File: config.mk
export PLATFORM = sky130hd
export DESIGN_NAME = bpc_div
export DESIGN_NICKNAME = d
export VERILOG_FILES = /design/src/design/barometric_pressure_compensation_macros.svh /design/src/design/bpc_pkg.sv /design/src/design/bpc_div.sv
export SDC_FILE = /design/constraint.sdc
export NUM_CORES = 2
export LEC_CHECK = 0
export BUFFER_PORTS_ARGS = -buffer_cell sky130_fd_sc_hd__buf_4
export CAP_MARGIN = 20
export CORE_ASPECT_RATIO = 0.75
export CORE_MARGIN = 2
export CORE_UTILIZATION = 33
export CTS_CLUSTER_SIZE = 12
export DETAILED_ROUTE_END_ITERATION = 7
export SETUP_SLACK_MARGIN = 0.3
export SYNTH_ARGS = -nofsm -noshare
export SYNTH_HDL_FRONTEND = slang
export SYNTH_SLANG_ARGS = --single-unit
File: constraint.sdc
create_clock -name clk -period 3.8 [get_ports clk]
set_input_delay 0.57 -clock clk [delete_from_list [all_inputs] [get_ports clk]]
set_output_delay 0.57 -clock clk [all_outputs]
set_load 0.02 [all_outputs]
File: src/design/barometric_pressure_compensation_macros.svh
// Assertion macros shared by the pressure compensation design.
// Included by the top level only; depends on nothing else.
`ifndef BAROMETRIC_PRESSURE_COMPENSATION_MACROS_SVH
`define BAROMETRIC_PRESSURE_COMPENSATION_MACROS_SVH

// Implication checked at every rising clock edge outside reset.
`define BPC_ASSERT_IMPL(label, clk, rst_n, ante, cons) \
    label: assert property (@(posedge clk) disable iff (!rst_n) (ante) |-> (cons)) \
        else $error("assertion failed");

// Next-cycle implication checked outside reset.
`define BPC_ASSERT_NEXT(label, clk, rst_n, ante, cons) \
    label: assert property (@(posedge clk) disable iff (!rst_n) (ante) |=> (cons)) \
        else $error("assertion failed");

`endif

File: src/design/bpc_pkg.sv
// Shared types, constants and helper functions of the pressure compensation block.
// Depends on nothing; used by the interfaces, the divider and the top level.
package bpc_pkg;

    typedef logic [31:0] w32_t;
    typedef logic [2:0]  cfg_idx_t;
    typedef logic [47:0] cfg_data_t;

    localparam int DIV_LAT = 32;
    localparam int NSTG    = 21 + 2 * DIV_LAT;

    localparam cfg_idx_t REG_OSS   = 3'd0;
    localparam cfg_idx_t REG_AC123 = 3'd1;
    localparam cfg_idx_t REG_AC456 = 3'd2;
    localparam cfg_idx_t REG_B12   = 3'd3;
    localparam cfg_idx_t REG_MCMD  = 3'd4;

    localparam w32_t K_B6_OFS  = 32'd4000;
    localparam w32_t K_SQ_MUL  = 32'd3038;
    localparam w32_t K_LIN_MUL = 32'hFFFF_E343;
    localparam w32_t K_OFS     = 32'd3791;
    localparam w32_t K_B7_MUL  = 32'd50000;
    localparam w32_t K_HALF    = 32'd32768;

    function automatic w32_t asr(input w32_t v, input logic [4:0] n);
        asr = w32_t'($signed(v) >>> n);
    endfunction

    function automatic w32_t sx16(input logic [15:0] v);
        sx16 = {{16{v[15]}}, v};
    endfunction

endpackage

File: src/design/bpc_div.sv
// Pipelined unsigned 32-bit divider, one quotient bit per stage.
// Depends on bpc_pkg; the whole pipe advances when en is high.
module bpc_div (
    input  logic          clk,
    input  logic          en,
    input  bpc_pkg::w32_t dividend,
    input  bpc_pkg::w32_t divisor,
    output bpc_pkg::w32_t quotient
);

    bpc_pkg::w32_t rem_reg [bpc_pkg::DIV_LAT];
    bpc_pkg::w32_t num_reg [bpc_pkg::DIV_LAT];
    bpc_pkg::w32_t quo_reg [bpc_pkg::DIV_LAT];
    bpc_pkg::w32_t den_reg [bpc_pkg::DIV_LAT];

    genvar i;
    generate
        for (i = 0; i < bpc_pkg::DIV_LAT; i++)
        begin : g_stage
            bpc_pkg::w32_t r_in;
            bpc_pkg::w32_t n_in;
            bpc_pkg::w32_t q_in;
            bpc_pkg::w32_t d_in;
            logic [32:0]   trial;
            logic [32:0]   diff;
            if (i == 0)
            begin : g_first
                assign r_in = '0;
                assign n_in = dividend;
                assign q_in = '0;
                assign d_in = divisor;
            end
            else
            begin : g_rest
                assign r_in = rem_reg[i-1];
                assign n_in = num_reg[i-1];
                assign q_in = quo_reg[i-1];
                assign d_in = den_reg[i-1];
            end
            assign trial = {r_in, n_in[31]};
            assign diff  = trial - {1'b0, d_in};
            always_ff @(posedge clk)
            begin
                if (en)
                begin
                    rem_reg[i] <= diff[32] ? trial[31:0] : diff[31:0];
                    quo_reg[i] <= {q_in[30:0], ~diff[32]};
                    num_reg[i] <= {n_in[30:0], 1'b0};
                    den_reg[i] <= d_in;
                end
            end
        end
    endgenerate

    assign quotient = quo_reg[bpc_pkg::DIV_LAT-1];

endmodule

==> run summary <==
The global-route wire length before repair is 531.3 mm. The fraction of synthesis flops using an asynchronous set or reset pin is 0. Across all setup checks in the final design, the least slack found is -205.1 ps. IR analysis of the VDD net gives a maximum drop of 553.4 uV. The H-tree was split into 5 levels.

In the final layout, the share of cells above drive strength 1 is 0.2554. The final count of pins violating max slew is 0. The hold violation total from the final report is 0.

The minimum clock period after layout came out at 4005 ps. The number of enable-type register cells in the synthesized netlist is 3008. Summing over every cut layer, the via total after detailed routing is 96257. The share of the synthesized area in the top cell type is 0.5923. The proportion of synthesized chip area in sequential cells came out at 0.5923.

Detailed placement finished with a half-perimeter wire length of 229.4 mm. In the synthesized netlist the dominant register cell turns out to be sky130_fd_sc_hd__edfxtp_1. The clock sink count came out at 3008. In the finished design, the share of the clock period the worst path needs comes to 1.054.

The root buffer cell is sky130_fd_sc_hd__clkbuf_16. The slew at the pin closest to its max-slew limit came out at 897.1 ps. The setup clock skew after layout is 116.8 ps. STA classifies the critical path startpoint as a flop. For this run, design rule violations remaining after detail routing come to 0. The worst hold path belongs to the class in2reg. The headroom to the max-slew limit is 0.4019. Clock tree synthesis inserted a total of 326 buffers.

The data arrival time at the worst-slack endpoint came out at 4670 ps. The later-pin clock latency in the skew report came out at 990 ps. The initial core utilization is 0.3309. The critical-path maximum fanout is 7. The first detailed-routing pass took 6 iterations. The global-route total usage across every layer came out at 0.1401.

Once layout is complete, the utilization of the core stands at 0.4196. The number of placement rows came out at 216. The number of distinct library cells after synthesis came out at 100.

The pin count of the biggest net entering global routing is 101. The highest clock rate is 249.7 MHz. The required time of the worst setup path came out at 4470 ps. Setup violations remaining at the end of the flow were counted as 222. Using the TritonRoute via totals, the vias-per-cell ratio works out to 4.837. The met2 usage in global routing is 0.2095. The relative area change from synthesis to final layout is 26.80%. Dividing the synthesized area by the synthesized cell count gives 13.04 sq um. The tool flagged a number of max-cap violations equal to 0. The via count of the first global-routing pass is 93441.

The library cell with the largest summed area after synthesis is sky130_fd_sc_hd__edfxtp_1. By startpoint and endpoint, the worst setup path is classified as reg2reg. The wire length reported by the detailed router is 339.7 mm. The DRC violation total after the first TritonRoute iteration is 6813. Power spread over the standard cell area amounts to 980.1 nW/um^2. By area the synthesized netlist is led by sky130_fd_sc_hd__edfxtp_1 (59%), sky130_fd_sc_hd__ha_1 (8.1%), sky130_fd_sc_hd__mux2_2 (5.5%), sky130_fd_sc_hd__xnor2_1 (3.1%), sky130_fd_sc_hd__inv_1 (3.0%).

The post-route total power came out at 189.5 mW. The placed instances occupy a cell area of 170100 sq um. Summed over all layers, the global routing overflow is 0. STA classifies the critical path endpoint as a flop. For met1 alone, demand over resource in global routing was 0.2123. The filler cell count in the final layout came out at 41793. The count of buffers inserted at the top-level ports came out at 97. The routability congestion estimate is 0.8950.

Synthesis inferred 3008 register bits. In this run the static leakage power is 79.85 nW. The global routing stage identified its most utilized layer as met1. The area enclosed by the die boundary came out at 467600 sq um. The total standard cell area after synthesis is 152500 sq um. The area inside the core boundary is 460800 sq um. After technology mapping, the gate count stands at 11693. The per-cell routed wire length is 17.07 um. The number of antenna violations at the first check in global routing is 14.

The run finished, with violations left. The die is 788.9 um wide. The CTS tree is done. The height of the die came out at 592.7 um. Setup repair after global routing could not meet its margin everywhere. The final instance area is 193400 sq um.

The number of buffers on the longest clock path came out at 4. The count of synthesis-stage warnings from yosys came out at 0. The number of antenna-violating nets in the routed design came out at 0. The number of primary I/O pins came out at 98.

The clock transition at the registers of the reported paths is 60 ps. For met3 alone, demand over resource in global routing was 0.02073. The final reports fail on setup timing.

For this run, the post-layout net count is 14669.
==> per-stage QoR <==
step	setup slack (ps)	instances	hold slack, ps	setup TNS (ps)
5_1_grt	-322.6	19898	221.5	-88200
4_1_cts	-169.4	19759	197.4	-24010
2_1_floorplan	193.2	11707	400.3	0
3_5_place_dp	-918.9	18779	404.5	-197160
6_report	-205.1	19900	239.4	-15610
3_3_place_gp	-944.2	18779	400.0	-185470
==> layout make-up <==
| type | count | area [sq um] | area share |
|---|---|---|---|
| flip-flops and latches | 3008 | 90330 | 0.4671 |
| multi-input cells | 7289 | 63330 | 0.3275 |
| repair buffers | 1748 | 17640 | 0.09124 |
| clock buffers | 402 | 8507 | 0.04400 |
| well taps | 6104 | 7637 | 0.03950 |
| inverters | 1207 | 4539 | 0.02348 |
| clock inverters | 139 | 1370 | 0.007086 |
| diodes | 3 | 7.507 | 0.00003883 |
==> layout by cell type, fill, tap and decap left out, drive strengths merged, types with 64 or more instances in the layout <==
master	instances
o31ai	72
a211oi	80
nor3	95
nand2b	102
a21o	447
nor2b	145
nor2	516
nand2	482
clkinv	110
o21a	167
ha	993
mux2i	72
and3	75
buf	1676
o21ai	495
o21bai	68
a31oi	109
inv	1217
xor2	281
nand4	89
edfxtp	3008
dlygate4sd3	64
mux2	797
nand3	146
xnor2	540
a21oi	836
clkbuf	410
==> path summary, 6_finish.rpt <==
check                           slack (ps)                      start                            to  cells past startpoint
worst max register to register        -210  den_reg[0][416]$_DFFE_PP_     rem_reg[0][473]$_DFFE_PP_                     16
worst max-delay path                  -210  den_reg[0][416]$_DFFE_PP_     rem_reg[0][473]$_DFFE_PP_                     16
worst min-delay path                   240                         en  rem_reg[0][30]$_SDFFCE_PN0P_                      1
worst min register to register         320   quo_reg[1][98]$_DFFE_PP_     quo_reg[1][131]$_DFFE_PP_                      0
==> critical path, stage by stage, from the launching register on <==
cell and delay (ps):
sky130_fd_sc_hd__edfxtp_1 430, sky130_fd_sc_hd__ha_4 250, sky130_fd_sc_hd__fa_2 370, sky130_fd_sc_hd__nor2b_1 130
sky130_fd_sc_hd__o21a_1 150, sky130_fd_sc_hd__o21ai_2 70, sky130_fd_sc_hd__a211o_1 270, sky130_fd_sc_hd__o21ai_2 90
sky130_fd_sc_hd__a211o_1 230, sky130_fd_sc_hd__a31oi_2 120, sky130_fd_sc_hd__buf_4 170, sky130_fd_sc_hd__o21a_4 230
sky130_fd_sc_hd__or4_4 430, sky130_fd_sc_hd__o211ai_4 160, sky130_fd_sc_hd__buf_12 190, sky130_fd_sc_hd__buf_16 160
sky130_fd_sc_hd__mux2_4 300
==> logic make-up after synthesis <==
family	Yosys count	share of synthesized area
compound gates	2712	0.1155
xor+xnor	821	0.04725
fa+ha+maj	1023	0.08541
buf+inv	1410	0.03594
flops	3008	0.5923
mux	869	0.06489
other cells	1	0.00002459
simple gates	1849	0.05867
==> where the power goes <==
group | switching, mW | leakage [nW] | total, mW | internal (mW)
Combinational | 46.4 | 45.6 | 106 | 59.2
Clock | 13.3 | 4.80 | 30.1 | 16.8
Sequential | 5.29 | 29.4 | 53.8 | 48.5
Total | 65.0 | 79.8 | 190 | 125
==> routing by layer <==
layer | vias up | wire (um)
met5 | - | 13
met4 | 2 | 8166
met3 | 500 | 19410
met2 | 2043 | 143600
met1 | 46325 | 168600
li1 | 47387 | -
==> cell usage after synthesis, drive strengths merged (21+ instances only) <==
cell type	instances
nand2	482
edfxtp	3008
and2	42
xnor2	540
o31ai	72
nand3	146
a211oi	80
buf	80
a21o	447
a31oi	109
or3	30
or2	21
nor2b	145
o31a	44
mux2	797
clkbuf	123
a21boi	37
fa	30
nor2	516
a221oi	28
a31o	28
a211o	44
o211ai	43
ha	993
nand2b	102
mux2i	72
a2111oi	22
nor3	95
nand4	89
o21a	167
inv	1207
o21bai	68
and3	75
xor2	281
o21ai	495
a21oi	836
==> what timing repair did <==
| item | 4_1_cts | 5_1_grt |
|---|---|---|
| pin swaps | 230 | 166 |
| buffers inserted | 292 | 130 |
| setup endpoints to repair | 986 | 988 |
| endpoints found under the hold margin | 64 | 0 |
| gates resized for setup | 1182 | 457 |
| cloned | 83 | 8 |
| hold buffers | 64 | 0 |
Power figures use the tool's default switching activity.
